## src/hw/rtl/assert_macros.svh

```systemverilog
// assertion helpers, sampled on clk and disabled during reset
`ifndef ASSERT_MACROS_SVH
`define ASSERT_MACROS_SVH

// same-cycle implication
`define SFD_ASSERT_IMPL(lbl, ante, cons, msg) \
  lbl: assert property (@(posedge clk) disable iff (!rst_n) (ante) |-> (cons)) \
    else $error(msg);

// consequence a fixed number of cycles later
`define SFD_ASSERT_DELAY(lbl, ante, dly, cons, msg) \
  lbl: assert property (@(posedge clk) disable iff (!rst_n) (ante) |-> ##dly (cons)) \
    else $error(msg);

`endif

```

## src/hw/rtl/sfd_pkg.sv

```systemverilog
`default_nettype none

package sfd_pkg;

  // sample and arithmetic widths
  localparam int unsigned SAMPLE_W   = 16;
  localparam int unsigned DAMP_W     = SAMPLE_W + 2;
  localparam int unsigned SUM_W      = SAMPLE_W + 2;
  localparam int unsigned TAP_W      = 15;
  localparam int unsigned GAIN_W     = 16;
  localparam int unsigned FB_SHIFT   = 18;
  localparam int unsigned WET_SHIFT  = 16;
  localparam int unsigned PROD_FB_W  = DAMP_W + GAIN_W + 1;
  localparam int unsigned PROD_WET_W = SAMPLE_W + GAIN_W + 1;

  // configuration port
  localparam int unsigned CFG_IDX_W  = 8;
  localparam int unsigned CFG_DATA_W = 16;

  // defaults
  localparam int unsigned LINE_FRAMES_DFLT = 17640;
  localparam int unsigned TAP_LEFT_RST     = 13230;
  localparam int unsigned TAP_RIGHT_RST    = 16317;
  localparam int unsigned FB_GAIN_RST      = 23593;
  localparam int unsigned WET_GAIN_RST     = 27525;

  // output queue, power of two
  localparam int unsigned OFIFO_DEPTH = 8;
  localparam int unsigned OFIFO_LVL_W = $clog2(OFIFO_DEPTH + 1);

  typedef logic signed [SAMPLE_W-1:0] sample_t;
  typedef logic signed [DAMP_W-1:0]   damp_t;
  typedef logic signed [SUM_W-1:0]    sum_t;

  localparam sum_t SUM_MAX = SUM_W'((2 ** (SAMPLE_W - 1)) - 1);
  localparam sum_t SUM_MIN = ~SUM_MAX;

  typedef enum logic [CFG_IDX_W-1:0] {
    REG_TAP_LEFT  = 'd0,
    REG_TAP_RIGHT = 'd1,
    REG_FB_GAIN   = 'd2,
    REG_WET_GAIN  = 'd3
  } cfg_reg_t;

  typedef enum logic {
    CFG_IDLE,
    CFG_REDUCE
  } cfg_state_t;

  // live settings handed to the datapath
  typedef struct packed {
    logic [TAP_W-1:0]  tap_left;
    logic [TAP_W-1:0]  tap_right;
    logic [GAIN_W-1:0] fb_gain;
    logic [GAIN_W-1:0] wet_gain;
    logic              busy;
  } cfg_t;

  // finished frame pushed into the output queue
  typedef struct packed {
    logic    vld;
    sample_t mix_left;
    sample_t mix_right;
  } res_t;

  // clamp to the sample range
  function automatic sample_t sat_sample(input sum_t x);
    sum_t r;
    r = x;
    if (x > SUM_MAX) begin
      r = SUM_MAX;
    end else if (x < SUM_MIN) begin
      r = SUM_MIN;
    end
    return r[SAMPLE_W-1:0];
  endfunction

  // one-pole lowpass, quarter coefficient, floor rounding
  function automatic damp_t damp_step(input damp_t d, input sample_t e);
    logic signed [DAMP_W+1:0] dw;
    logic signed [DAMP_W+1:0] ew;
    logic signed [DAMP_W+1:0] neg;
    logic signed [DAMP_W+1:0] sum;
    dw  = d;
    ew  = e;
    neg = -dw;
    sum = dw + ew + (neg >>> 2);
    return sum[DAMP_W-1:0];
  endfunction

endpackage

`default_nettype wire

```

## src/hw/rtl/sfd_out_if.sv

```systemverilog
`default_nettype none

interface sfd_out_if;
  logic                                valid;
  logic                                ready;
  logic signed [sfd_pkg::SAMPLE_W-1:0] mix_left;
  logic signed [sfd_pkg::SAMPLE_W-1:0] mix_right;

  modport source (output valid, output mix_left, output mix_right, input ready);
  modport sink   (input valid, input mix_left, input mix_right, output ready);
endinterface

`default_nettype wire

```

## src/hw/rtl/sfd_ofifo.sv

```systemverilog
`default_nettype none

module sfd_ofifo (
  input  logic                             clk,
  input  logic                             rst_n,
  input  sfd_pkg::res_t                    push_i,
  sfd_out_if.source                        out_chan,
  output logic [sfd_pkg::OFIFO_LVL_W-1:0]  level
);
  import sfd_pkg::*;

  localparam int unsigned PTR_W = $clog2(OFIFO_DEPTH);

  sample_t                buf_left_r  [OFIFO_DEPTH];
  sample_t                buf_right_r [OFIFO_DEPTH];
  logic [PTR_W-1:0]       wr_ptr_r;
  logic [PTR_W-1:0]       rd_ptr_r;
  logic [OFIFO_LVL_W-1:0] level_r;
  logic [OFIFO_LVL_W-1:0] level_nxt;
  logic                   pop;

  assign pop = out_chan.valid && out_chan.ready;

  always_comb begin
    level_nxt = level_r;
    if (push_i.vld && !pop) begin
      level_nxt = level_r + 1'b1;
    end else if (!push_i.vld && pop) begin
      level_nxt = level_r - 1'b1;
    end
  end

  // pointers and fill level
  always_ff @(posedge clk) begin
    if (!rst_n) begin
      wr_ptr_r <= '0;
      rd_ptr_r <= '0;
      level_r  <= '0;
    end else begin
      level_r <= level_nxt;
      if (push_i.vld) begin
        wr_ptr_r <= wr_ptr_r + 1'b1;
      end
      if (pop) begin
        rd_ptr_r <= rd_ptr_r + 1'b1;
      end
    end
  end

  // entry storage
  always_ff @(posedge clk) begin
    if (push_i.vld) begin
      buf_left_r[wr_ptr_r]  <= push_i.mix_left;
      buf_right_r[wr_ptr_r] <= push_i.mix_right;
    end
  end

  assign out_chan.valid     = (level_r != '0);
  assign out_chan.mix_left  = buf_left_r[rd_ptr_r];
  assign out_chan.mix_right = buf_right_r[rd_ptr_r];
  assign level              = level_r;

endmodule

`default_nettype wire

```

## src/flat_wrapper.sv

```systemverilog
// flat-port wrapper written by rule: the top's interface ports become plain ports
module sfd_ofifo_flat import sfd_pkg::*;
  (clk, rst_n, push_i, level, out_chan_valid, out_chan_mix_left, out_chan_mix_right, out_chan_ready);
  sfd_out_if out_chan_i ();
  input  logic clk;
  input  logic rst_n;
  input  sfd_pkg::res_t push_i;
  output logic [sfd_pkg::OFIFO_LVL_W-1:0] level;
  output wire logic [$bits(out_chan_i.valid)-1:0] out_chan_valid;
  output wire logic [$bits(out_chan_i.mix_left)-1:0] out_chan_mix_left;
  output wire logic [$bits(out_chan_i.mix_right)-1:0] out_chan_mix_right;
  input wire logic [$bits(out_chan_i.ready)-1:0] out_chan_ready;
  assign out_chan_valid = out_chan_i.valid;
  assign out_chan_mix_left = out_chan_i.mix_left;
  assign out_chan_mix_right = out_chan_i.mix_right;
  assign out_chan_i.ready = out_chan_ready;
  sfd_ofifo u_core (.clk(clk), .rst_n(rst_n), .push_i(push_i), .out_chan(out_chan_i), .level(level));
endmodule
```

## config.mk

```make
export PLATFORM = sky130hd
export DESIGN_NAME = sfd_ofifo_flat
export DESIGN_NICKNAME = d
export VERILOG_FILES = /design/src/hw/rtl/assert_macros.svh /design/src/hw/rtl/sfd_pkg.sv /design/src/hw/rtl/sfd_out_if.sv /design/src/hw/rtl/sfd_ofifo.sv /design/src/flat_wrapper.sv
export SDC_FILE = /design/constraint.sdc
export NUM_CORES = 1
export LEC_CHECK = 0
export BUFFER_PORTS_ARGS = -buffer_cell sky130_fd_sc_hd__buf_2
export CAP_MARGIN = 25
export CELL_PAD_IN_SITES_DETAIL_PLACEMENT = 1
export CELL_PAD_IN_SITES_GLOBAL_PLACEMENT = 1
export CORE_ASPECT_RATIO = 0.75
export CORE_UTILIZATION = 53
export DETAILED_ROUTE_END_ITERATION = 10
export GPL_TIMING_DRIVEN = 1
export PLACE_DENSITY_LB_ADDON = 0.15
export SYNTH_ARGS = -nofsm -noshare
export SYNTH_HDL_FRONTEND = slang
export SYNTH_SLANG_ARGS = --single-unit
export TNS_END_PERCENT = 30
```

## constraint.sdc

```tcl
create_clock -name clk -period 3.95 [get_ports clk]
set_input_delay 0.5925 -clock clk [delete_from_list [all_inputs] [get_ports clk]]
set_output_delay 0.5925 -clock clk [all_outputs]
set_load 0.02 [all_outputs]
```

Word-level counts from Yosys, hierarchy flattened
Memory sizes are Yosys's and may differ from the RTL's. A register that Yosys moved wholly into a read port is not among the register bits.
Cells that the tools add are included.
W data, S select, Z words.
- $add $sub $neg: 4
- reduce and logical (&&, ||, !) cells: 7
- muxes and demuxes: 8
- operator list (kind ; count):
    $mux W3 ; 4
    $mux W4 ; 2
    $add A3 B1 Y3 const B ; 2
    $add A4 B1 Y4 const B ; 1
    $reduce_bool A4 Y1 ; 1
    $sub A4 B1 Y4 const B ; 1
    $logic_and A1 B1 Y1 ; 3
    $logic_not A1 Y1 ; 2
    $mux W1 ; 2
    $reduce_bool A2 Y1 ; 1
- bits in writable memories: 256
- bits in registers: 10
- word-level logic and storage cells: 24
- output and inout port bits: 37
- memories: 2
- input bits: 36
- memories (name ; words ; width ; read ports ; clocked after Yosys merged registers in ; write ports ; RTL line ; text):
    u_core.buf_left_r ; 8 ; 16 ; 1 ; 1 ; 1 ; sfd_ofifo.sv:14 ; sample_t buf_left_r [OFIFO_DEPTH];
    u_core.buf_right_r ; 8 ; 16 ; 1 ; 1 ; 1 ; sfd_ofifo.sv:15 ; sample_t buf_right_r [OFIFO_DEPTH];

Longest topological paths before layout
Gate-level depths: netlist of run 1.
- word-level depth: 5
- mapped depth: 9
- depth with buffers taken out: 9

Worst setup path after synthesis of run 1
OpenSTA, ideal clock, no wires.
- kind: input -> register
- start: input port push_i[32] in the netlist's numbering
- end: memory u_core.buf_left_r[0][0] in the netlist's numbering (enable)
- path slack: 0.597 ns
- arrival time: 2.892 ns
- stages on the path: 2
- buffers on the path: 0
- library setup time: 0.461 ns
- data required time: 3.489 ns
- cell sequence: nand2b_1 nor3_1
- cells in the longest elaborated chain, start to end: 2
- ends and longest elaborated chain (item ; RTL line ; text):
    start, declared ; flat_wrapper.sv:7 ; input sfd_pkg::res_t push_i;
    $mux W1 ; sfd_ofifo.sv:52 ; if (push_i.vld) begin
    $mux W1 (implied by the code) ; sfd_ofifo.sv:53 ; buf_left_r[wr_ptr_r] <= push_i.mix_left;
    end, declared ; sfd_ofifo.sv:14 ;
No other way between the ends.

==> results.cfg, run 1 <==
[finish]
syn_to_final_growth_pct = 15.12
diodes = 0
drive_gt1_frac = 0.3533
fin_nets = 574
final_cells = 799

[clock_tree]
cts_tree = yes
post_cts_buffers = 0
cts.htree.levels = 1
cts_root_buf = clkbuf_16
clock_path_buffers = 3
cts-resized-gates = 0
cts_sinks = 269
numCtsBuffers = 26
clkTransAtPathRegs_ns = 0.06
ctsHoldBuffers = 0
insertion_delay_ns = 0.53

[worst_setup_path]
reg2reg_depth = 9
r2r-start = u_core.level[0]
cp.arrival_ns = 2.66
r2r_end = u_core.level[3]
required_ns = 3.36
worstSetupPathType = flop to output port
crit_family = multiplexers
cp_slowest_cell = dfxtp_4
path_buf_inv = 2
worstSetupEndpointType = output port
crit_path_start_kind = flop
max_stage_delay_ns = 0.69
worstPathMaxFanout = 38
path_cells = buf_12 -> mux4_1 -> mux2_2 -> buf_2
rrSetupSlack_ns = 1.37

[detailed_routing]
ant_nets = 0
viasPerCell = 5.889
first_iter_violations = 286
wirelength_mm = 19.99
wl_per_cell_um = 25.02
num_vias = 4705
dr.pass1.iters = 4
drc = 0

[timing]
rsz0062_at_grt = false
clock-skew-final_ns = 0.01788
fmax_mhz = 307.0
tns_ns = 0
setup_viol = 0
final.period_utilization = 0.8246
finalMaxSlewViolations = 0
hold_violations = 0
worst_pin_slew_ns = 0.9917
slew_headroom = 0.3389
period_needed_ns = 3.257

[placement]
numPortBuffers = 72
finalWeightedCongestion = 0.7122
place_hpwl_mm = 11.62
dp_cells = 751

[synth]
netlist_instances = 439
syn_nets = 481
synth_cell_types = 28
syn-cell-area_mm2 = 0.01040
syn_area_per_cell_um2 = 23.70
seq_area_frac_synth = 0.7638
ys_seq_elements = 269
yosysWarnings = 0

[worst_hold_path]
hp-start = push_i[23]
worstHoldPathType = input port to flop
whs_endpoint = u_core.buf_left_r[6][7]
hold_path_depth = 1

[floorplan]
die-width_um = 163.8
die_area_mm2 = 0.02020
initial_core_util = 0.5526
core_mm2 = 0.01883
io_pins = 73
rows = 43
die_h_um = 123.3

[power_and_ir_drop]
leakage_nw = 3.972
p_int_mw = 5.425
pwr-share-seq = 0.461
p_switching_mw = 1.890
p_comb_frac = 0.204
swShare = 0.2584
peakVddDrop_uv = 458.9
power.density_mw_per_mm2 = 610.7
p_clk_frac = 0.335

[grt]
grt_max_degree = 51
grt_pass1_wl_mm = 30.35
grt_usage = 0.2089
grt_pass1_vias = 5112
overflow = 0
antenna_found_initial = 1

[outcome]
status = complete, no violations

[flow_run]
cap_violations = 0
flip-flops by register name, indices dropped and copies added, names as in the netlist, named ones only:
signal,count
u_core.wr_ptr_r,3
u_core.buf_left_r,128
u_core.rd_ptr_r,3
u_core.level,4
u_core.buf_right_r,128
layout by cell type, fill, tap and decap left out, types with 4 or more instances in the layout:
| cell | count |
|---|---|
| buf_4 | 11 |
| edfxtp_1 | 256 |
| xnor2_1 | 5 |
| mux4_2 | 24 |
| clkinv_1 | 4 |
| nor2_4 | 6 |
| clkbuf_16 | 27 |
| nand2_1 | 7 |
| nand2b_1 | 4 |
| dfxtp_1 | 10 |
| ha_1 | 5 |
| clkinv_2 | 10 |
| and2_1 | 7 |
| buf_2 | 72 |
| mux4_1 | 40 |
| mux2_2 | 32 |
layout make-up:
cell class | count | area, µm²
Sequential cell | 269 | 7954
Fill cell | 1522 | 6853
Multi-Input combinational cell | 149 | 2374
Clock buffer | 29 | 683.2
Timing Repair Buffer | 85 | 483.0
Tap cell | 247 | 309.0
Clock inverter | 19 | 171.4
Inverter | 1 | 3.754
per-layer routing:
metal,track usage,up-vias,wire length [µm]
li1,-,2070,-
met1,0.2925,2504,9053
met2,0.3467,104,9824
met3,0.03422,25,754
met4,0.05440,2,345
met5,0,-,13
power groups by stage:
stage | clock network (mW) | registers [mW] | logic, mW
CTS | 2.51 | 3.37 | 1.51
finish | 2.45 | 3.37 | 1.49
global placement | 0 | 3.43 | 1.46
global route | 2.60 | 3.39 | 1.60
detailed placement | 0 | 3.44 | 1.49
floorplan | 0 | 3.35 | 1.18
per-stage QoR:
stage          total power [mW]  setup slack, ns  hold slack (ns)  cell area, µm²  utilization
5_1_grt                   7.591           0.5964           0.3273           11980       0.6361
6_report                  7.314           0.6930           0.3364           11980       0.6361
2_1_floorplan             4.534           0.5968           0.4666           10410            -
4_1_cts                   7.398           0.6415           0.3191           11980       0.6361
3_3_place_gp              4.883            1.232           0.4794           11120       0.5907
3_5_place_dp              4.930            1.228           0.4852           11120       0.5907
cell families after synthesis:
group,count (synthesis),synth area share
compound gates,5,0.003006
simple gates,33,0.01635
mux,99,0.1905
xor+xnor,6,0.005050
flops,269,0.7638
buf+inv,21,0.01335
fa+ha+maj,6,0.007937
cell usage after synthesis:
cell type	count	area, µm²
mux4_2	24	540.5
a211oi_1	1	7.510
fa_1	1	20.02
buf_6	7	78.83
nor2_1	7	26.28
a21oi_1	1	5.000
ha_1	5	62.56
edfxtp_1	256	7687
dfxtp_1	13	260.3
nand3_1	3	15.01
clkbuf_1	4	15.01
o21ai_0	1	5.000
xor2_1	1	8.760
or4_4	1	11.26
nor3_1	2	10.01
a31oi_1	1	6.260
a21boi_0	1	7.510
nor2b_1	2	12.51
buf_1	3	11.26
inv_1	1	3.750
mux4_1	40	1051
mux2i_1	3	30.03
xnor2_1	5	43.79
nand2b_1	4	25.02
and2_1	7	43.79
nand2_1	7	26.28
mux2_2	32	360.4
buf_2	6	30.03
worst max-delay path by stage:
| stage | start | to | slack (ns) | cells after the start |
|---|---|---|---|---|
| 2_1_floorplan | push_i[32] | u_core.buf_left_r[0][0] | 0.60 | 2 |
| 3_3_place_gp | flop | out_chan_mix_left[11] | 1.23 | 4 |
| 3_5_place_dp | flop | out_chan_mix_left[4] | 1.23 | 4 |
| 4_1_cts | flop | out_chan_mix_right[14] | 0.64 | 4 |
| 5_1_grt | flop | out_chan_mix_right[14] | 0.60 | 4 |
| 6_report | flop | out_chan_mix_right[14] | 0.69 | 4 |
worst reg2reg max path, cell delays in order (launching register included):
cell and delay [ns]:
dfxtp_1 0.37, or4_4 0.58, nand2_1 0.16, ha_1 0.19, inv_1 0.10, ha_1 0.34
a21oi_1 0.21, a211oi_1 0.12, a31oi_1 0.23, mux2i_1 0.20
Note: power is estimated with default switching activity, not from simulation.
==> run 2, diff against run 1 <==
==> constraint.sdc (replaced) <==
create_clock -name clk -period 3.25 [get_ports clk]
set_input_delay 0.4875 -clock clk [delete_from_list [all_inputs] [get_ports clk]]
set_output_delay 0.4875 -clock clk [all_outputs]
set_load 0.02 [all_outputs]
==> results.cfg, run 2 (synthesized netlist as in run 1, its figures left out) <==
[timing]
rsz0062_at_grt = false
finalMaxSlewViolations = 0
hold_violations = 0
setup_ws_ns = 0.2921
period_needed_ns = 2.958
tns_ns = 0
slew_headroom = 0.4994
final.period_utilization = 0.9101
worst_pin_slew_ns = 0.7491
fmax_mhz = 338.1
setup_viol = 0
clock-skew-final_ns = 0.01375

[clock_tree]
post_cts_buffers = 0
clock_path_buffers = 3
insertion_delay_ns = 0.53
numCtsBuffers = 26
cts_root_buf = clkbuf_16
cts_tree = yes
clkTransAtPathRegs_ns = 0.06
cts-resized-gates = 0
ctsHoldBuffers = 0
cts_sinks = 269
cts.htree.levels = 1

[placement]
place_ws_ns = 0.7984
place_hpwl_mm = 11.70
finalWeightedCongestion = 0.7006
numPortBuffers = 72

[worst_setup_path]
crit_path_start_kind = flop
cp.arrival_ns = 2.47
worstSetupEndpointType = output port
worstSetupPathType = flop to output port
reg2reg_depth = 9
required_ns = 2.76
worstPathMaxFanout = 21

[finish]
fin_nets = 579
multi_input_comb_area_mm2 = 0.002374
final_cell_mix = 256 x edfxtp_1, 72 x buf_2, 40 x mux4_1
syn_to_final_growth_pct = 15.58
diodes = 0
regArea_mm2 = 0.007954
drive_gt1_frac = 0.3489
layout_commonest_cell = edfxtp_1
fillerInstances = 1566

[detailed_routing]
num_vias = 4722
dr.pass1.iters = 4
ant_nets = 0
drc = 0
wirelength_mm = 20.25
first_iter_violations = 315
wl_per_cell_um = 25.22
viasPerCell = 5.880

[grt]
grt_pass1_wl_mm = 30.51
overflow = 0
grt_usage = 0.2108
grt_pass1_vias = 5189
grt_max_degree = 53
antenna_found_initial = 2

[power_and_ir_drop]
peakVddDrop_uv = 460.1
power.density_mw_per_mm2 = 745.4
leakage_nw = 3.995

[floorplan]
die-width_um = 163.8
core_mm2 = 0.01883
initial_core_util = 0.5526
io_pins = 73
die_h_um = 123.3
die_area_mm2 = 0.02020
rows = 43

[worst_hold_path]
worstHoldPathType = input port to flop
hold_path_depth = 1

[flow_run]
cap_violations = 0

[outcome]
status = complete, no violations
run 2: metrics by stage:
stage / hold WS, ns / instances / power (mW) / util / area (µm²)
after floorplan: 0.4666 / 439 / 5.511 / - / 10410
after global placement: 0.4856 / 756 / 5.962 / 0.5927 / 11160
after detailed placement: 0.4961 / 756 / 6.027 / 0.5927 / 11160
after CTS: 0.2076 / 803 / 9.081 / 0.6387 / 12030
after global routing: 0.2169 / 803 / 9.297 / 0.6387 / 12030
final: 0.2269 / 803 / 8.965 / 0.6387 / 12030
run 2: per-layer routing:
metal	up-vias	part of all wire	global-route usage
met5	-	0.0011	0
met4	4	0.018	0.05498
met3	40	0.045	0.03925
met2	133	0.51	0.3636
met1	2478	0.43	0.2795
li1	2067	-	-
run 2: path summary, 6_finish.rpt:
path / slack (ns) / end / from
setup reg to reg: 0.73 / u_core.level[3] / u_core.level[0]
hold reg to reg: 0.51 / u_core.level[3] / u_core.level[3]
setup / recovery: 0.29 / out_chan_mix_right[5] / flop
hold / removal: 0.23 / u_core.buf_right_r[3][8] / push_i[8]
run 2: where the power goes:
group	leakage, nW	internal (mW)	switching, mW
Combinational	1.14	0.937	0.919
Clock	0.425	1.82	1.21
Sequential	2.43	3.93	0.145
Total	4.00	6.69	2.27
run 2: layout make-up:
type                       count  share of cell area
timing repair buffer          90             0.04328
sequential                   269              0.6614
clock inverter                16             0.01457
clock buffer                  31             0.05743
tap                          247             0.02570
inverter                       1           0.0003121
multi-input combinational    149              0.1974
run 2: worst max-delay path, stage by stage (launching register included):
cell     delay [ns]
dfxtp_4        0.59
buf_4          0.30
mux4_1         0.60
mux2_2         0.29
buf_2          0.16
==> run 3, diff against run 2 <==
--- a/config.mk
+++ b/config.mk
@@ -12,6 +12,7 @@
 export CORE_ASPECT_RATIO = 0.75
 export CORE_UTILIZATION = 53
 export DETAILED_ROUTE_END_ITERATION = 10
+export GPL_ROUTABILITY_DRIVEN = 0
 export GPL_TIMING_DRIVEN = 1
 export PLACE_DENSITY_LB_ADDON = 0.15
 export SYNTH_ARGS = -nofsm -noshare
==> constraint.sdc (replaced) <==
create_clock -name clk -period 3 [get_ports clk]
set_input_delay 0.45 -clock clk [delete_from_list [all_inputs] [get_ports clk]]
set_output_delay 0.45 -clock clk [all_outputs]
set_load 0.02 [all_outputs]
==> results.cfg, run 3 (synthesized netlist as in run 1, its figures left out) <==
[floorplan]
die_h_um = 123.3
initial_core_util = 0.5526
die_area_mm2 = 0.02020
rows = 43
core_mm2 = 0.01883
io_pins = 73
die-width_um = 163.8

[power_and_ir_drop]
power.density_mw_per_mm2 = 783.3
p_comb_frac = 0.221
p_int_mw = 6.888
leakage_nw = 3.962
pwr-share-seq = 0.463
p_clk_frac = 0.316
swShare = 0.2643
p_switching_mw = 2.474
peakVddDrop_uv = 603.3

[finish]
final_cell_mix = 256 x edfxtp_1, 72 x buf_2, 40 x mux4_1
fin_nets = 581
design_area_mm2 = 0.01195
syn_to_final_growth_pct = 14.87
drive_gt1_frac = 0.3513
layout_commonest_cell = edfxtp_1
final_cells = 806

[clock_tree]
clock_path_buffers = 3
cts_root_buf = clkbuf_16
cts.htree.levels = 1
post_cts_buffers = 0
cts_tree = yes
numCtsBuffers = 26
cts-resized-gates = 0
clkTransAtPathRegs_ns = 0.06
cts_sinks = 269
ctsHoldBuffers = 0
insertion_delay_ns = 0.52

[worst_setup_path]
worstSetupEndpointType = output port
worstPathMaxFanout = 22
cp.arrival_ns = 2.36
reg2reg_depth = 9
required_ns = 2.55
crit_path_start_kind = flop
worstSetupPathType = flop to output port

[timing]
setup_viol = 0
final.period_utilization = 0.9376
tns_ns = 0
hold_violations = 0
period_needed_ns = 2.813
clock-skew-final_ns = 0.009098
worst_pin_slew_ns = 0.6125
finalMaxSlewViolations = 0
setup_ws_ns = 0.1871
slew_headroom = 0.5907
rsz0062_at_grt = false
fmax_mhz = 355.5

[placement]
place_hpwl_mm = 11.68
numPortBuffers = 72
place_ws_ns = 0.5227
dp_cells = 758
placed_area_mm2 = 0.01118

[detailed_routing]
first_iter_violations = 278
viasPerCell = 5.800
wirelength_mm = 20.40
wl_per_cell_um = 25.31
dr.pass1.iters = 4
num_vias = 4675
ant_nets = 0
drc = 0

[grt]
grt_usage = 0.2124
grt_pass1_vias = 5126
antenna_found_initial = 2
grt_pass1_wl_mm = 30.68
overflow = 0
grt_max_degree = 43

[flow_run]
cap_violations = 0

[worst_hold_path]
hold_path_depth = 1
worstHoldPathType = input port to flop

[outcome]
status = complete, no violations
[run 3: critical path: stages, from the launching register on]
cell	delay (ns)
dfxtp_4	0.36
buf_4	0.35
mux4_1	0.64
mux2_2	0.30
buf_2	0.16
[run 3: routing by layer]
metal,global-route usage,up-vias,share of wire
li1,-,2071,-
met1,0.2784,2471,0.44
met2,0.3673,98,0.50
met3,0.04529,33,0.041
met4,0.05093,2,0.018
met5,0,-,0.00054
[run 3: final timing paths]
check                  start                       end  slack (ns)
min                push_i[7]  u_core.buf_right_r[3][7]        0.19
max reg2reg  u_core.level[0]           u_core.level[3]        0.51
max                     flop     out_chan_mix_right[2]        0.19
min reg2reg  u_core.level[3]           u_core.level[3]        0.51
[run 3: cell type report]
class                      count  area, µm²
clock buffer                  30      686.9
fill                        1523       6878
inverter                       1      3.754
sequential                   269       7954
antenna                        1      2.502
tap                          247      309.0
multi-input combinational    149       2380
clock inverter                17      81.33
timing repair buffer          92      535.5
[run 3: stage by stage]
stage	total power, mW	utilization	hold slack, ns
final	9.362	0.6348	0.1932
after global routing	9.709	0.6346	0.1932
after CTS	9.464	0.6346	0.1831
after detailed placement	6.506	0.5938	0.4973
after global placement	6.426	0.5938	0.4823
after floorplan	5.970	-	0.4666
[run 3: power groups by stage]
stage                     clock network [mW]  logic (mW)  registers (mW)
after global routing                    3.14        2.22            4.35
after detailed placement                   0        2.09            4.41
after CTS                               3.02        2.11            4.33
final                                   2.96        2.07            4.33
after global placement                     0        2.03            4.39
after floorplan                            0        1.56            4.41
