--- src/hw/rtl/assert_macros.svh ---
// assertion helpers, sampled on clk and disabled during reset
`ifndef ASSERT_MACROS_SVH
`define ASSERT_MACROS_SVH

// same-cycle implication
`define SFD_ASSERT_IMPL(lbl, ante, cons, msg) \
  lbl: assert property (@(posedge clk) disable iff (!rst_n) (ante) |-> (cons)) \
    else $error(msg);

// consequence a fixed number of cycles later
`define SFD_ASSERT_DELAY(lbl, ante, dly, cons, msg) \
  lbl: assert property (@(posedge clk) disable iff (!rst_n) (ante) |-> ##dly (cons)) \
    else $error(msg);

`endif

--- src/hw/rtl/sfd_pkg.sv ---
`default_nettype none

package sfd_pkg;

  // sample and arithmetic widths
  localparam int unsigned SAMPLE_W   = 16;
  localparam int unsigned DAMP_W     = SAMPLE_W + 2;
  localparam int unsigned SUM_W      = SAMPLE_W + 2;
  localparam int unsigned TAP_W      = 15;
  localparam int unsigned GAIN_W     = 16;
  localparam int unsigned FB_SHIFT   = 18;
  localparam int unsigned WET_SHIFT  = 16;
  localparam int unsigned PROD_FB_W  = DAMP_W + GAIN_W + 1;
  localparam int unsigned PROD_WET_W = SAMPLE_W + GAIN_W + 1;

  // configuration port
  localparam int unsigned CFG_IDX_W  = 8;
  localparam int unsigned CFG_DATA_W = 16;

  // defaults
  localparam int unsigned LINE_FRAMES_DFLT = 17640;
  localparam int unsigned TAP_LEFT_RST     = 13230;
  localparam int unsigned TAP_RIGHT_RST    = 16317;
  localparam int unsigned FB_GAIN_RST      = 23593;
  localparam int unsigned WET_GAIN_RST     = 27525;

  // output queue, power of two
  localparam int unsigned OFIFO_DEPTH = 8;
  localparam int unsigned OFIFO_LVL_W = $clog2(OFIFO_DEPTH + 1);

  typedef logic signed [SAMPLE_W-1:0] sample_t;
  typedef logic signed [DAMP_W-1:0]   damp_t;
  typedef logic signed [SUM_W-1:0]    sum_t;

  localparam sum_t SUM_MAX = SUM_W'((2 ** (SAMPLE_W - 1)) - 1);
  localparam sum_t SUM_MIN = ~SUM_MAX;

  typedef enum logic [CFG_IDX_W-1:0] {
    REG_TAP_LEFT  = 'd0,
    REG_TAP_RIGHT = 'd1,
    REG_FB_GAIN   = 'd2,
    REG_WET_GAIN  = 'd3
  } cfg_reg_t;

  typedef enum logic {
    CFG_IDLE,
    CFG_REDUCE
  } cfg_state_t;

  // live settings handed to the datapath
  typedef struct packed {
    logic [TAP_W-1:0]  tap_left;
    logic [TAP_W-1:0]  tap_right;
    logic [GAIN_W-1:0] fb_gain;
    logic [GAIN_W-1:0] wet_gain;
    logic              busy;
  } cfg_t;

  // finished frame pushed into the output queue
  typedef struct packed {
    logic    vld;
    sample_t mix_left;
    sample_t mix_right;
  } res_t;

  // clamp to the sample range
  function automatic sample_t sat_sample(input sum_t x);
    sum_t r;
    r = x;
    if (x > SUM_MAX) begin
      r = SUM_MAX;
    end else if (x < SUM_MIN) begin
      r = SUM_MIN;
    end
    return r[SAMPLE_W-1:0];
  endfunction

  // one-pole lowpass, quarter coefficient, floor rounding
  function automatic damp_t damp_step(input damp_t d, input sample_t e);
    logic signed [DAMP_W+1:0] dw;
    logic signed [DAMP_W+1:0] ew;
    logic signed [DAMP_W+1:0] neg;
    logic signed [DAMP_W+1:0] sum;
    dw  = d;
    ew  = e;
    neg = -dw;
    sum = dw + ew + (neg >>> 2);
    return sum[DAMP_W-1:0];
  endfunction

endpackage

`default_nettype wire

--- src/hw/rtl/sfd_cfg_if.sv ---
`default_nettype none

interface sfd_cfg_if;
  logic                              valid;
  logic                              ready;
  logic [sfd_pkg::CFG_IDX_W-1:0]     index;
  logic [sfd_pkg::CFG_DATA_W-1:0]    data;

  modport source (output valid, output index, output data, input ready);
  modport sink   (input valid, input index, input data, output ready);
endinterface

`default_nettype wire

--- src/hw/rtl/sfd_cfg.sv ---
`default_nettype none

module sfd_cfg #(
  parameter int unsigned LINE_FRAMES = sfd_pkg::LINE_FRAMES_DFLT
) (
  input  logic          clk,
  input  logic          rst_n,
  sfd_cfg_if.sink       cfg_chan,
  output sfd_pkg::cfg_t cfg_o
);
  import sfd_pkg::*;

  localparam int unsigned RED_STEPS = 3;
  localparam int unsigned CNT_W  = $clog2(RED_STEPS);
  localparam int unsigned LINE_W = $clog2(LINE_FRAMES + 1);
  localparam int unsigned CMP_W  = (TAP_W + 1 > LINE_W) ? TAP_W + 1 : LINE_W;
  localparam int unsigned PROD_W = TAP_W + CMP_W;
  localparam logic [CMP_W-1:0] LINE_K = CMP_W'(LINE_FRAMES);
  // floor of 2^TAP_W over the line length, quotient estimate is low by at most one
  localparam logic [TAP_W-1:0] RECIP_K = TAP_W'((2 ** TAP_W) / LINE_FRAMES);
  localparam logic [TAP_W-1:0] TAP_L_RST = TAP_W'(TAP_LEFT_RST % LINE_FRAMES);
  localparam logic [TAP_W-1:0] TAP_R_RST = TAP_W'(TAP_RIGHT_RST % LINE_FRAMES);

  cfg_state_t        state_r, state_nxt;
  logic [CNT_W-1:0]  cnt_r;
  logic [TAP_W-1:0]  num_r;
  logic [TAP_W-1:0]  quot_r;
  logic [TAP_W-1:0]  rest_r;
  logic              dst_right_r;
  logic [TAP_W-1:0]  tap_l_r;
  logic [TAP_W-1:0]  tap_r_r;
  logic [GAIN_W-1:0] fb_r;
  logic [GAIN_W-1:0] wet_r;

  logic              wr_fire;
  logic              wr_tap_l, wr_tap_r, wr_fb, wr_wet;
  logic              busy;
  logic [PROD_W-1:0] quot_prod;
  logic [PROD_W-1:0] back_prod;
  logic [CMP_W-1:0]  rest_ext;
  logic [TAP_W-1:0]  rem_nxt;
  logic              last_step;

  assign wr_fire = cfg_chan.valid && cfg_chan.ready;

  // register decode, unknown indexes are dropped
  always_comb begin
    wr_tap_l = 1'b0;
    wr_tap_r = 1'b0;
    wr_fb    = 1'b0;
    wr_wet   = 1'b0;
    unique case (cfg_chan.index)
      REG_TAP_LEFT:  wr_tap_l = wr_fire;
      REG_TAP_RIGHT: wr_tap_r = wr_fire;
      REG_FB_GAIN:   wr_fb    = wr_fire;
      REG_WET_GAIN:  wr_wet   = wr_fire;
      default: ;
    endcase
  end

  // tap remainder by the line length: reciprocal multiply, back multiply, one correction
  assign quot_prod = PROD_W'(num_r) * PROD_W'(RECIP_K);
  assign back_prod = PROD_W'(quot_r) * PROD_W'(LINE_K);
  assign rest_ext  = CMP_W'(rest_r);
  assign rem_nxt   = (rest_ext >= LINE_K) ? TAP_W'(rest_ext - LINE_K) : rest_r;
  assign last_step = (state_r == CFG_REDUCE) && (cnt_r == '0);

  // next state
  always_comb begin
    state_nxt = state_r;
    unique case (state_r)
      CFG_IDLE: begin
        if (wr_tap_l || wr_tap_r) begin
          state_nxt = CFG_REDUCE;
        end
      end
      CFG_REDUCE: begin
        if (cnt_r == '0) begin
          state_nxt = CFG_IDLE;
        end
      end
      default: state_nxt = CFG_IDLE;
    endcase
  end

  // state outputs
  always_comb begin
    cfg_chan.ready = 1'b0;
    busy           = 1'b0;
    unique case (state_r)
      CFG_IDLE:   cfg_chan.ready = 1'b1;
      CFG_REDUCE: busy           = 1'b1;
      default: ;
    endcase
  end

  always_ff @(posedge clk) begin
    if (!rst_n) begin
      state_r <= CFG_IDLE;
      cnt_r   <= '0;
    end else begin
      state_r <= state_nxt;
      if (wr_tap_l || wr_tap_r) begin
        cnt_r <= CNT_W'(RED_STEPS - 1);
      end else if (state_r == CFG_REDUCE) begin
        cnt_r <= cnt_r - 1'b1;
      end
    end
  end

  // reduction operands: quotient estimate, then remainder estimate
  always_ff @(posedge clk) begin
    if (wr_tap_l || wr_tap_r) begin
      num_r       <= cfg_chan.data[TAP_W-1:0];
      dst_right_r <= wr_tap_r;
    end else if (state_r == CFG_REDUCE) begin
      quot_r <= quot_prod[2*TAP_W-1:TAP_W];
      rest_r <= num_r - back_prod[TAP_W-1:0];
    end
  end

  // setting registers
  always_ff @(posedge clk) begin
    if (!rst_n) begin
      tap_l_r <= TAP_L_RST;
      tap_r_r <= TAP_R_RST;
      fb_r    <= GAIN_W'(FB_GAIN_RST);
      wet_r   <= GAIN_W'(WET_GAIN_RST);
    end else begin
      if (last_step && !dst_right_r) begin
        tap_l_r <= rem_nxt;
      end
      if (last_step && dst_right_r) begin
        tap_r_r <= rem_nxt;
      end
      if (wr_fb) begin
        fb_r <= cfg_chan.data[GAIN_W-1:0];
      end
      if (wr_wet) begin
        wet_r <= cfg_chan.data[GAIN_W-1:0];
      end
    end
  end

  always_comb begin
    cfg_o.tap_left  = tap_l_r;
    cfg_o.tap_right = tap_r_r;
    cfg_o.fb_gain   = fb_r;
    cfg_o.wet_gain  = wet_r;
    cfg_o.busy      = busy;
  end

endmodule

`default_nettype wire

--- src/flat_wrapper.sv ---
// flat-port wrapper written by rule: the top's interface ports become plain ports
module sfd_cfg_flat import sfd_pkg::*;
#(
  parameter int unsigned LINE_FRAMES = sfd_pkg::LINE_FRAMES_DFLT
)
  (clk, rst_n, cfg_o, cfg_chan_valid, cfg_chan_index, cfg_chan_data, cfg_chan_ready);
  sfd_cfg_if cfg_chan_i ();
  input  logic clk;
  input  logic rst_n;
  output sfd_pkg::cfg_t cfg_o;
  input wire logic [$bits(cfg_chan_i.valid)-1:0] cfg_chan_valid;
  input wire logic [$bits(cfg_chan_i.index)-1:0] cfg_chan_index;
  input wire logic [$bits(cfg_chan_i.data)-1:0] cfg_chan_data;
  output wire logic [$bits(cfg_chan_i.ready)-1:0] cfg_chan_ready;
  assign cfg_chan_i.valid = cfg_chan_valid;
  assign cfg_chan_i.index = cfg_chan_index;
  assign cfg_chan_i.data = cfg_chan_data;
  assign cfg_chan_ready = cfg_chan_i.ready;
  sfd_cfg #(.LINE_FRAMES(LINE_FRAMES)) u_core (.clk(clk), .rst_n(rst_n), .cfg_chan(cfg_chan_i), .cfg_o(cfg_o));
endmodule
--- config.mk ---
export PLATFORM = sky130hd
export DESIGN_NAME = sfd_cfg_flat
export DESIGN_NICKNAME = d
export VERILOG_FILES = /design/src/hw/rtl/assert_macros.svh /design/src/hw/rtl/sfd_pkg.sv /design/src/hw/rtl/sfd_cfg_if.sv /design/src/hw/rtl/sfd_cfg.sv /design/src/flat_wrapper.sv
export SDC_FILE = /design/constraint.sdc
export NUM_CORES = 1
export LEC_CHECK = 0
export BUFFER_PORTS_ARGS = -buffer_cell sky130_fd_sc_hd__buf_2
export CELL_PAD_IN_SITES_DETAIL_PLACEMENT = 1
export CELL_PAD_IN_SITES_GLOBAL_PLACEMENT = 2
export CORE_MARGIN = 4
export CORE_UTILIZATION = 32
export DETAILED_ROUTE_END_ITERATION = 7
export GPL_TIMING_DRIVEN = 0
export PLACE_DENSITY = 0.88
export SKIP_CTS_REPAIR_TIMING = 1
export SLEW_MARGIN = 20
export SYNTH_ARGS = -nofsm -noshare
export SYNTH_HDL_FRONTEND = slang
export SYNTH_SLANG_ARGS = --single-unit
--- constraint.sdc ---
create_clock -name clk -period 2.9 [get_ports clk]
set_clock_uncertainty 0.1 [all_clocks]
set_input_delay 0.29 -clock clk [delete_from_list [all_inputs] [get_ports clk]]
set_output_delay 0.29 -clock clk [all_outputs]
set_load 0.02 [all_outputs]
# Yosys cells after proc, flatten, opt, wreduce, memory -nomap -nowiden
# Index checks and enable logic that the tools add are counted.
[totals]
register_bits = 96
inputBits = 27
wordCells = 42
[op_classes]
add_sub_neg = 2
n_lt_le_gt_ge = 1
eq_ne = 3
muxes = 12
n_bitwise = 3
reduce_logical = 11
[op_table]
columns = ["cell", "n"]
rows = [
  ["8-bit by 2-bit equality test with 1-bit output (second input constant)", 2],
  ["15-bit >= comparator (second input constant)", 1],
  ["15-bit two-way mux", 1],
  ["15-bit subtractor (second input constant)", 1],
  ["8-bit by 1-bit equality test with 1-bit output (second input constant)", 1],
  ["8-bit logical NOT", 1],
  ["1-bit two-way mux", 8],
  ["1-bit logical AND", 4],
  ["2-bit two-way mux", 2],
  ["1-bit NOT", 3],
  ["2-bit logical NOT", 1],
  ["1-bit one-hot mux with 2 select lines", 1],
  ["2-bit AND reduction", 1],
  ["2-bit nonzero test", 1],
  ["2-bit OR reduction", 1],
  ["2-bit by 1-bit subtractor with 2-bit output (second input constant)", 1],
  ["1-bit logical NOT", 1],
  ["1-bit logical OR", 1],
]

# Longest topological paths before layout
# Gate-level depths: netlist (run 1).
[logic_depth]
word_depth = 6
depth_mapped = 9

# Worst setup path before layout (run 1)
# Ideal clock, no wire load.
[synth_timing]
path_type = "register to register"
startpoint = "register u_core.state_r"
endpoint = "register u_core.dst_right_r, enable pin"
t_arrival_ps = 1840
path_slack_ps = 566
path_stages_with_launch = 5
path_buffers = 1
cell_sequence = "dfxtp_1 clkbuf_1 nor4_1 nand2_1 nor2_1"
[synth_via]
elab_chain_len = 4
[synth_lines]
columns = ["item", "line_no", "source"]
rows = [
  ["start: declaration", "sfd_cfg.sv:24", "cfg_state_t state_r, state_nxt;"],
  ["start signal: assignment", "sfd_cfg.sv:102", "state_r <= state_nxt;"],
  ["1-bit two-way mux (*)", "sfd_cfg.sv:90", "unique case (state_r)"],
  ["1-bit logical AND (*)", "sfd_cfg.sv:44", "assign wr_fire = cfg_chan.valid && cfg_chan.ready;"],
  ["1-bit two-way mux", "sfd_cfg.sv:52", "unique case (cfg_chan.index)"],
  ["1-bit logical OR (*)", "sfd_cfg.sv:113", "if (wr_tap_l || wr_tap_r) begin"],
  ["end signal: assignment", "sfd_cfg.sv:115", "dst_right_r <= wr_tap_r;"],
  ["end: declaration", "sfd_cfg.sv:29", "logic dst_right_r;"],
]
# Every way passes the cells marked *; elsewhere a longest branch is shown, timed or not.
# A chain may end at the register's enable or synchronous reset.

# Worst setup path in the final report (run 1)
[layout_timing]
startpoint = "register u_core.rest_r[3]"
endpoint = "register u_core.tap_r_r[7]"
[layout_via]
elab_chain_len = 2
[layout_lines]
columns = ["item", "line_no", "source"]
rows = [
  ["start: declaration", "sfd_cfg.sv:28", "logic [TAP_W-1:0] rest_r;"],
  ["start signal: assignment", "sfd_cfg.sv:118", "rest_r <= num_r - back_prod[TAP_W-1:0];"],
  ["15-bit subtractor / 15-bit >= comparator (equally long branches)", "sfd_cfg.sv:65", "assign rem_nxt = (rest_ext >= LINE_K) ? TAP_W'(rest_ext - LINE_K) : rest_r;"],
  ["15-bit two-way mux (*)", "sfd_cfg.sv:65", ""],
  ["end signal: assignment", "sfd_cfg.sv:134", "tap_r_r <= rem_nxt;"],
  ["end: declaration", "sfd_cfg.sv:31", "logic [TAP_W-1:0] tap_r_r;"],
]
# Marked as above.

==> results of run 1 <==
metrics by stage:
stage,util (%),area [µm²]
floorplan,-,3880
global placement,38.7,4510
detailed placement,38.7,4520
CTS,41.0,4790
global route,41.0,4790
finish,41.0,4790
layout by cell type (no fill, tap or decap), types with 3 or more instances in the layout:
master / n
buf_2: 91
nand2_1: 70
dfxtp_1: 65
edfxtp_1: 31
nor2_1: 29
a21oi_1: 26
clkbuf_1: 23
nand3_1: 19
mux2i_1: 16
nor3_1: 16
o21ai_0: 11
inv_1: 9
clkbuf_16: 9
or3_1: 7
a211oi_1: 6
o21ai_1: 5
nor4_1: 4
nand4_1: 4
buf_1: 4
nand4b_1: 4
a2111oi_2: 4
o21a_1: 3
o32ai_1: 3
o311a_1: 3
o311ai_1: 3
layer usage:
layer / routed length, µm / global-route usage, % / up-vias
li1: - / - / 1626
met1: 5010 / 20.4 / 1636
met2: 5640 / 29.0 / 82
met3: 613 / 4.54 / 20
met4: 274 / 7.55 / 0
met5: 0 / 0 / -
final cells by class:
cell class	instances	share of cell area, %
flip-flops and latches	96	46.6
plain buffers	29	2.54
inverters	9	0.706
repair buffers	90	9.41
clock inverters	6	0.889
multi-input cells	261	31.3
well taps	143	3.74
clock buffers	10	4.78
registers in the layout (all words and copies together), names as in the netlist:
name                cells
u_core.tap_l_r         15
u_core.tap_r_r         15
u_core.num_r           15
u_core.state_r          1
u_core.rest_r          15
u_core.cnt_r            2
u_core.fb_r            16
u_core.wet_r           16
u_core.dst_right_r      1
worst max-delay path: cells and delay by family (launching register included):
kind | cells | cell delay, ns
buffers and inverters | 3 | 0.61
adders and majority gates | 1 | 0.29
and+or+nand+nor | 2 | 0.41
AOI/OAI and AO/OA | 3 | 0.71
DFF | 1 | 0.49
path summary, 6_finish.rpt:
path / endpoint / cells past startpoint / startpoint / slack, ns
setup / recovery: u_core.tap_r_r[7]$_SDFFE_PN1P_ / 9 / u_core.rest_r[3]$_DFFE_PP_ / 0.13
hold / removal: u_core.num_r[14]$_DFFE_PP_ / 1 / cfg_chan_data[14] / 0.05
setup reg to reg: u_core.tap_r_r[7]$_SDFFE_PN1P_ / 9 / u_core.rest_r[3]$_DFFE_PP_ / 0.13
hold reg to reg: u_core.rest_r[2]$_DFFE_PP_ / 0 / u_core.num_r[2]$_DFFE_PP_ / 0.32
kinds of logic (layout without fill, tap and decap cells):
logic type / count (synthesis) / count (layout) / synth area share [%]
fa+ha+maj: 2 / 2 / 0.644
flops: 96 / 96 / 57.5
buf+inv: 38 / 144 / 3.99
mux: 16 / 16 / 4.12
compound gates: 77 / 77 / 13.7
simple gates: 165 / 165 / 19.8
xor+xnor: 1 / 1 / 0.226
power by group through the flow:
stage	registers (µW)	logic [µW]	clock network, µW
CTS	1380	65.7	1140
floorplan	1420	22.0	0
global route	1380	71.9	1200
global placement	1410	63.1	0
detailed placement	1410	65.4	0
finish	1380	64.5	1110
==> insert_results.sql, run 1 <==
INSERT INTO impl_metrics (metric_group, metric, value, unit) VALUES
('cts', 'clk_path_buf_depth', '2', ''),
('logic_synthesis', 'yosys_register_bits', '96', ''),
('logic_synthesis', 'ys_top_cells_by_area', 'dfxtp_1, edfxtp_1, nand2_1', ''),
('cells_and_area', 'design.final.nets', '525', ''),
('floorplan', 'die_span_in_x', '118', 'µm'),
('worst_setup_path', 'cp.required', '3.01', 'ns'),
('detailed_routing', 'vias', '3364', ''),
('place', 'place.port_buffers', '90', ''),
('cts', 'cts_tree', 'done', ''),
('sta', 'setup-tns-final', '0', 'ns'),
('pwr', 'net-switching-power', '572', 'µW'),
('cts', 'numCtsBuffers', '9', ''),
('sta', 'max_slew.worst_pin.slew', '0.902', 'ns'),
('cts', 'worst_setup_hold_path_clk_slew', '0.07', 'ns'),
('pwr', 'seqPwrFrac', '54.1', '%'),
('detailed_routing', 'drc', '0', ''),
('cells_and_area', 'drive_gt1_share', '22.6', '%'),
('global_routing', 'gr-usage-all-layers', '17.1', '%'),
('logic_synthesis', 'yosys.area.top_type', 'dfxtp_1', ''),
('logic_synthesis', 'postSynth.asyncResetShare', '0', '%'),
('sta', 'grt_setup_unrepaired', 'no', ''),
('detailed_routing', 'detail_route.iter0.violations', '202', ''),
('floorplan', 'die_ar', '0.0140', 'mm²'),
('cts', 'cts.sink_count', '96', ''),
('global_routing', 'grt_pass1_vias', '3627', ''),
('cells_and_area', 'multi_input_comb_area', '0.00150', 'mm²'),
('sta', 'achievable-frequency', '361', 'MHz'),
('worst_hold_path', 'worst_hold_path_type', 'in -> reg', ''),
('logic_synthesis', 'synthesized_instance_count', '395', ''),
('run', 'cap_violations', '0', ''),
('detailed_routing', 'final_antenna_net_count', '0', ''),
('floorplan', 'core_area', '0.0117', 'mm²'),
('cells_and_area', 'final_cells', '644', ''),
('logic_synthesis', 'synth_ff_type', 'dfxtp_1', ''),
('floorplan', 'rows', '39', ''),
('place', 'placed_cells', '628', ''),
('worst_setup_path', 'timing.critical_path.from_type', 'flop', ''),
('detailed_routing', 'route.detailed.vias_per_inst', '5.22', ''),
('pwr', 'power_frac_comb', '2.5', '%'),
('logic_synthesis', 'synth.cells.most_frequent', 'nand2_1, dfxtp_1, edfxtp_1', ''),
('floorplan', 'die-height', '118', 'µm'),
('place', 'hpwlAfterDp', '8510', 'µm'),
('sta', 'final_hold_viol_count', '0', ''),
('global_routing', 'grt_max_degree', '21', ''),
('sta', 'worst_hold_slack', '0.0470', 'ns'),
('sta', 'crit_path_setup_slack_layout', '0.131', 'ns'),
('logic_synthesis', 'share_of_synthesized_area_occupied_by_flip_flops_and_latches', '57.5', '%'),
('detailed_routing', 'detailedRoute.firstPassIterationCount', '4', ''),
('worst_setup_path', 'crit_path_end_kind', 'flop', ''),
('logic_synthesis', 'synth_edf_count', '31', ''),
('floorplan', 'initial_util', '33.3', '%'),
('cts', 'h_tree_levels', '3', ''),
('global_routing', 'antenna_found_initial', '0', ''),
('worst_setup_path', 'critPathArrivalTime', '2.88', 'ns'),
('worst_setup_path', 'critPathMaxFanout', '10', ''),
('worst_setup_path', 'path_class', 'reg -> reg', ''),
('cells_and_area', 'ff_latch_area', '0.00223', 'mm²'),
('cells_and_area', 'n_fill_cell', '1370', ''),
('place', 'globalplace.congestion', '0.872', ''),
('pwr', 'power.share.switching', '22.3', '%'),
('floorplan', 'number_of_ports_placed_on_the_die_boundary', '91', ''),
('logic_synthesis', 'synth_area', '0.00388', 'mm²'),
('cells_and_area', 'antenna-diode-count', '0', ''),
('worst_setup_path', 'crit_path_max_incr_delay', '0.49', 'ns'),
('pwr', 'power.total', '2560', 'µW'),
('cts', 'clock_root_buffer', 'clkbuf_16', ''),
('logic_synthesis', 'netlist-cell-type-count', '50', ''),
('run_status', 'status', 'complete, no violations', ''),
('logic_synthesis', 'synthDominantCellAreaShare', '33.5', '%'),
('sta', 'final_period_minus_worst_setup_slack', '2.77', 'ns'),
('worst_setup_path', 'slowest_stage', 'edfxtp_1', '');
Note: power is estimated with default switching activity, not from simulation.
==> run 2: changes to the inputs <==
--- a/config.mk
+++ b/config.mk
@@ -13,6 +13,7 @@
 export DETAILED_ROUTE_END_ITERATION = 7
 export GPL_TIMING_DRIVEN = 0
 export PLACE_DENSITY = 0.88
+export RECOVER_POWER = 25
 export SKIP_CTS_REPAIR_TIMING = 1
 export SLEW_MARGIN = 20
 export SYNTH_ARGS = -nofsm -noshare
==> run 2 against run 1 <==
Net effect: register-to-register slack hardly changed; die area stayed put; clock power about the same; setup slack lost 0.00071 ns; sequential share of layout area grew 0.39 points; first-iteration DRC count decreased by 2.5%; largest power group unchanged; flip-flop and latch count unchanged; total power decreased by 0.14%; clock-buffer cell count did not move; wire length up 0.13%; largest cell class unchanged.
==> insert_results.sql, run 2 (same netlist as run 1, synthesis figures left out) <==
INSERT INTO impl_metrics (metric_group, metric, value, unit) VALUES
('worst_setup_path', 'path_class', 'reg -> reg', ''),
('cells_and_area', 'drive_gt1_share', '16.2', '%'),
('cts', 'worst_skew_pair.late_latency', '0.35', 'ns'),
('pwr', 'power_density', '539', 'mW/mm²'),
('global_routing', 'gr-usage-all-layers', '17.1', '%'),
('worst_hold_path', 'hp-start', 'cfg_chan_data[15]', ''),
('worst_setup_path', 'rrSetupSlack', '0.13', 'ns'),
('sta', 'achievable-frequency', '361', 'MHz'),
('cts', 'cts_tree', 'done', ''),
('detailed_routing', 'vias', '3360', ''),
('pwr', 'power_frac_comb', '2.4', '%'),
('worst_setup_path', 'crit_buf_inv', '3', ''),
('worst_setup_path', 'slowest_stage', 'edfxtp_1', ''),
('run', 'cap_violations', '0', ''),
('floorplan', 'die-height', '118', 'µm'),
('global_routing', 'grt_overflow_total', '0', ''),
('pwr', 'power.leakage', '0.00180', 'µW'),
('detailed_routing', 'drc', '0', ''),
('pwr', 'peakVddDrop', '0.000281', 'V'),
('cells_and_area', 'largestRegisters', 'u_core.fb_r x16, u_core.wet_r x16', ''),
('global_routing', 'grt_pass1_vias', '3627', ''),
('sta', 'slew_headroom', '40.2', '%'),
('worst_setup_path', 'r2r_start', 'u_core.rest_r[3]$_DFFE_PP_', ''),
('pwr', 'seqPwrFrac', '54.1', '%'),
('detailed_routing', 'route.detailed.vias_per_inst', '5.22', ''),
('sta', 'setup_violations', '0', ''),
('cts', 'clock_root_buffer', 'clkbuf_16', ''),
('sta', 'final_period_minus_worst_setup_slack', '2.77', 'ns'),
('floorplan', 'die_ar', '0.0140', 'mm²'),
('sta', 'timing.final.crit_share', '95.5', '%'),
('floorplan', 'core_area', '0.0117', 'mm²'),
('cells_and_area', 'syn2layout_area_growth', '22.2', '%'),
('global_routing', 'met3_track_utilization_from_global_routing', '4.54', '%'),
('global_routing', 'antenna_found_initial', '0', ''),
('global_routing', 'globalRoute.busiestLayer', 'met2', ''),
('worst_setup_path', 'worst_setup_path_startpoint', 'u_core.rest_r[3]$_DFFE_PP_', ''),
('detailed_routing', 'wl_per_cell', '18.0', 'µm'),
('floorplan', 'die_span_in_x', '118', 'µm'),
('detailed_routing', 'detail_route.iter0.violations', '197', ''),
('worst_setup_path', 'critPathArrivalTime', '2.88', 'ns'),
('cts', 'numCtsBuffers', '9', ''),
('floorplan', 'initial_util', '33.3', '%'),
('floorplan', 'number_of_ports_placed_on_the_die_boundary', '91', ''),
('run_status', 'status', 'complete, no violations', ''),
('worst_setup_path', 'crit_path_end_kind', 'flop', ''),
('detailed_routing', 'detailedRoute.firstPassIterationCount', '4', ''),
('cells_and_area', 'antenna-diode-count', '0', ''),
('worst_setup_path', 'timing.critical_path.max_delay_family', 'compound AO/OA/AOI/OAI gates', ''),
('cts', 'clk_path_buf_depth', '2', ''),
('global_routing', 'grt_max_degree', '21', ''),
('cells_and_area', 'design.final.nets', '525', ''),
('sta', 'max_slew.worst_pin.slew', '0.896', 'ns'),
('worst_hold_path', 'worst_hold_path_type', 'in -> reg', ''),
('worst_setup_path', 'cp.required', '3.01', 'ns'),
('cts', 'worst_setup_hold_path_clk_slew', '0.07', 'ns'),
('sta', 'worst_hold_slack', '0.0865', 'ns'),
('floorplan', 'rows', '39', ''),
('detailed_routing', 'final_antenna_net_count', '0', ''),
('worst_setup_path', 'critPathMaxFanout', '10', ''),
('cts', 'cts.sink_count', '96', ''),
('worst_setup_path', 'crit_path_max_incr_delay', '0.49', 'ns'),
('place', 'hpwlAfterDp', '8510', 'µm'),
('pwr', 'clock_power_share', '43.5', '%'),
('place', 'place.port_buffers', '90', ''),
('global_routing', 'grt_pass1_wl', '19000', 'µm'),
('cells_and_area', 'final_common_cell', 'nand2_1', ''),
('detailed_routing', 'totalWireLength', '11600', 'µm'),
('pwr', 'power.share.switching', '22.3', '%'),
('pwr', 'net-switching-power', '571', 'µW'),
('sta', 'final_hold_viol_count', '0', ''),
('cts', 'h_tree_levels', '3', ''),
('cells_and_area', 'most-common-layout-cells', 'nand2_1, dfxtp_1, buf_2, clkbuf_1, edfxtp_1', ''),
('worst_setup_path', 'timing.critical_path.from_type', 'flop', ''),
('pwr', 'cell_internal_pwr', '1990', 'µW'),
('global_routing', 'grt.met1_usage', '20.4', '%'),
('worst_setup_path', 'critical_path.cell_chain', 'inv_1 -> ha_1 -> and4b_1 -> clkbuf_1 -> nor2_1 -> a21o_1 -> buf_6 -> a311oi_1 -> a21oi_1', ''),
('global_routing', 'met2_demand_to_capacity_share_in_global_routing', '29.0', '%'),
('sta', 'final-max-slew-violation-count', '0', ''),
('sta', 'grt_setup_unrepaired', 'no', ''),
('place', 'globalplace.congestion', '0.872', ''),
('sta', 'setup-tns-final', '0', 'ns');
run 2: worst paths after layout:
kind | endpoint | depth (start not counted)
hold / removal | u_core.fb_r[15]$_SDFFE_PN0P_ | 3
setup / recovery | u_core.tap_r_r[7]$_SDFFE_PN1P_ | 9
hold reg to reg | u_core.rest_r[2]$_DFFE_PP_ | 0
setup reg to reg | u_core.tap_r_r[7]$_SDFFE_PN1P_ | 9
run 2: area by class of cell:
cell class / instances / area [µm²]
Fill cell: 1376 / 6920
Sequential cell: 96 / 2230
Multi-Input combinational cell: 261 / 1500
Timing Repair Buffer: 90 / 410
Clock buffer: 10 / 229
Tap cell: 143 / 179
Buffer: 29 / 121
Clock inverter: 6 / 42.5
Inverter: 9 / 33.8
run 2: metrics by stage:
step                worst slack, ns  utilization [%]  total power, µW  instance area [µm²]  cells
floorplan                     0.566                -             1440                 3880    395
global placement              0.144             38.7             1480                 4510    628
detailed placement            0.167             38.7             1480                 4520    628
CTS                           0.139             41.0             2590                 4790    644
global route                 0.0410             40.7             2650                 4750    644
finish                        0.130             40.7             2560                 4750    644
run 2: per-layer routing:
layer | wire length [µm] | share of wire, %
met5 | 0 | 0
met4 | 274 | 2.4
met3 | 655 | 5.7
met2 | 5630 | 49
met1 | 5000 | 43
run 2: worst reg2reg max path: cells and delay by family, from the launching register on:
kind | cells | cell delay, ns
compound gates | 3 | 0.72
fa+ha+maj | 1 | 0.29
buf+inv | 3 | 0.61
flops | 1 | 0.49
simple gates | 2 | 0.41
run 2: power groups by stage:
stage	clock (µW)	combinational [µW]	sequential [µW]
3_5_place_dp	0	65.4	1410
6_report	1110	61.6	1380
5_1_grt	1200	68.9	1380
3_3_place_gp	0	63.1	1410
2_1_floorplan	0	22.0	1420
4_1_cts	1140	65.7	1380
==> run 3: changes to the inputs <==
--- a/config.mk
+++ b/config.mk
@@ -8,6 +8,7 @@
 export BUFFER_PORTS_ARGS = -buffer_cell sky130_fd_sc_hd__buf_2
 export CELL_PAD_IN_SITES_DETAIL_PLACEMENT = 1
 export CELL_PAD_IN_SITES_GLOBAL_PLACEMENT = 2
+export CORE_ASPECT_RATIO = 0.75
 export CORE_MARGIN = 4
 export CORE_UTILIZATION = 32
 export DETAILED_ROUTE_END_ITERATION = 7
==> run 3 against run 2 <==
Net effect: sequential power barely moved; largest cell class unchanged; flip-flop and latch count is the same; hold slack improved by 0.014 ns; highest routed layer unchanged; non-clock buffer count did not move; register-to-register slack better by 0.06 ns.
==> insert_results.sql, run 3 (same netlist as run 1, synthesis figures left out) <==
INSERT INTO impl_metrics (metric_group, metric, value, unit) VALUES
('sta', 'timing.final.crit_share', '93.3', '%'),
('sta', 'final_period_minus_worst_setup_slack', '2.71', 'ns'),
('worst_setup_path', 'reg2regPathDepth', '9', ''),
('cells_and_area', 'final_common_cell', 'nand2_1', ''),
('floorplan', 'die_ar', '0.0140', 'mm²'),
('cells_and_area', 'antenna-diode-count', '0', ''),
('place', 'globalplace.congestion', '0.854', ''),
('cts', 'cts.sink_count', '96', ''),
('floorplan', 'rows', '34', ''),
('floorplan', 'number_of_ports_placed_on_the_die_boundary', '91', ''),
('detailed_routing', 'detailedRoute.firstPassIterationCount', '4', ''),
('cts', 'cts_tree', 'done', ''),
('sta', 'achievable-frequency', '370', 'MHz'),
('worst_setup_path', 'path_class', 'reg -> reg', ''),
('place', 'placed_cells', '647', ''),
('cells_and_area', 'design.final.nets', '525', ''),
('detailed_routing', 'detail_route.iter0.violations', '182', ''),
('pwr', 'power_density', '554', 'mW/mm²'),
('global_routing', 'grt_max_degree', '21', ''),
('pwr', 'peakVddDrop', '0.000312', 'V'),
('cells_and_area', 'largestRegisters', 'u_core.fb_r x16, u_core.wet_r x16', ''),
('detailed_routing', 'wl_per_cell', '17.7', 'µm'),
('floorplan', 'initial_util', '33.1', '%'),
('cells_and_area', 'final_cells', '663', ''),
('place', 'hpwlAfterDp', '8650', 'µm'),
('worst_setup_path', 'critPathMaxFanout', '10', ''),
('sta', 'crit_path_setup_slack_layout', '0.195', 'ns'),
('floorplan', 'core_area', '0.0117', 'mm²'),
('place', 'place.port_buffers', '90', ''),
('cts', 'numCtsBuffers', '9', ''),
('sta', 'slew_headroom', '38.7', '%'),
('detailed_routing', 'totalWireLength', '11700', 'µm'),
('global_routing', 'grt_pass1_vias', '3477', ''),
('cts', 'clk_path_buf_depth', '2', ''),
('run_status', 'status', 'complete, no violations', ''),
('worst_setup_path', 'crit_path_end_kind', 'flop', ''),
('sta', 'final_hold_viol_count', '0', ''),
('cells_and_area', 'syn2layout_area_growth', '23.7', '%'),
('worst_setup_path', 'critPathArrivalTime', '2.80', 'ns'),
('worst_setup_path', 'timing.critical_path.from_type', 'flop', ''),
('detailed_routing', 'vias', '3386', ''),
('cts', 'worst_setup_hold_path_clk_slew', '0.07', 'ns'),
('detailed_routing', 'drc', '0', ''),
('sta', 'grt_setup_unrepaired', 'no', ''),
('detailed_routing', 'route.detailed.vias_per_inst', '5.11', ''),
('worst_hold_path', 'hold_depth', '3', ''),
('global_routing', 'gr-usage-all-layers', '17.1', '%'),
('global_routing', 'grt_pass1_wl', '18600', 'µm'),
('run', 'cap_violations', '0', ''),
('cells_and_area', 'most-common-layout-cells', 'nand2_1, dfxtp_1, buf_2, clkbuf_1, edfxtp_1', ''),
('pwr', 'power.leakage', '0.00182', 'µW'),
('sta', 'final-max-slew-violation-count', '0', ''),
('worst_hold_path', 'worst_hold_path_type', 'in -> reg', ''),
('worst_setup_path', 'cp.required', '3.00', 'ns'),
('sta', 'setup-tns-final', '0', 'ns'),
('sta', 'setup_violations', '0', ''),
('global_routing', 'grt_overflow_total', '0', ''),
('cts', 'worst_skew_pair.late_latency', '0.35', 'ns'),
('detailed_routing', 'final_antenna_net_count', '0', ''),
('global_routing', 'antenna_found_initial', '0', ''),
('sta', 'max_slew.worst_pin.slew', '0.918', 'ns'),
('place', 'place_worst_setup_slack', '0.285', 'ns'),
('floorplan', 'die_span_in_x', '135', 'µm'),
('cells_and_area', 'drive_gt1_share', '16.6', '%'),
('floorplan', 'die-height', '103', 'µm'),
('cts', 'h_tree_levels', '3', ''),
('cts', 'clock_root_buffer', 'clkbuf_16', '');
run 3: report_power, final:
| part | internal, µW | total, µW | switching [µW] |
|---|---|---|---|
| sequential | 1380 | 1380 | 1.05 |
| clock | 695 | 1220 | 521 |
| combinational | 17.7 | 62.3 | 44.6 |
run 3: path summary, 6_finish.rpt:
| check | start | end | slack (ns) |
|---|---|---|---|
| setup reg to reg | u_core.rest_r[3]$_DFFE_PP_ | u_core.tap_r_r[7]$_SDFFE_PN1P_ | 0.19 |
| setup / recovery | u_core.rest_r[3]$_DFFE_PP_ | u_core.tap_r_r[7]$_SDFFE_PN1P_ | 0.19 |
| hold reg to reg | u_core.num_r[0]$_DFFE_PP_ | u_core.rest_r[0]$_DFFE_PP_ | 0.32 |
| hold / removal | cfg_chan_data[15] | u_core.fb_r[15]$_SDFFE_PN0P_ | 0.10 |
run 3: final cells by class:
type | count | area [µm²]
sequential | 96 | 2230
timing repair buffer | 90 | 410
fill | 1421 | 6940
inverter | 9 | 33.8
clock inverter | 6 | 65.1
tap | 162 | 203
buffer | 29 | 121
multi-input combinational | 261 | 1500
clock buffer | 10 | 239
run 3: metrics by stage:
| stage | utilization [%] | cell area (µm²) | hold slack (ns) | total power (µW) |
|---|---|---|---|---|
| 6_report | 40.9 | 4800 | 0.101 | 2660 |
| 5_1_grt | 40.9 | 4800 | 0.0997 | 2760 |
| 4_1_cts | 41.3 | 4840 | 0.0485 | 2700 |
| 3_5_place_dp | 38.7 | 4540 | 0.306 | 1480 |
| 3_3_place_gp | 38.6 | 4540 | 0.304 | 1480 |
| 2_1_floorplan | - | 3880 | 0.289 | 1440 |
run 3: worst max-delay path, stage by stage, from the launching register on:
cell      delay (ns)
edfxtp_1        0.46
inv_1           0.10
ha_1            0.29
and4b_1         0.28
clkbuf_1        0.36
nor2_1          0.13
a21o_1          0.20
buf_6           0.15
a311oi_1        0.36
a21oi_1         0.13
run 3: metal layers:
layer	vias up	track usage [%]	wire [µm]	part of all wire, %
met5	-	0	0	0
met1	1633	22.4	5440	46
met2	112	27.3	5240	45
met3	18	5.80	878	7.5
li1	1623	-	-	-
met4	0	5.19	184	1.6
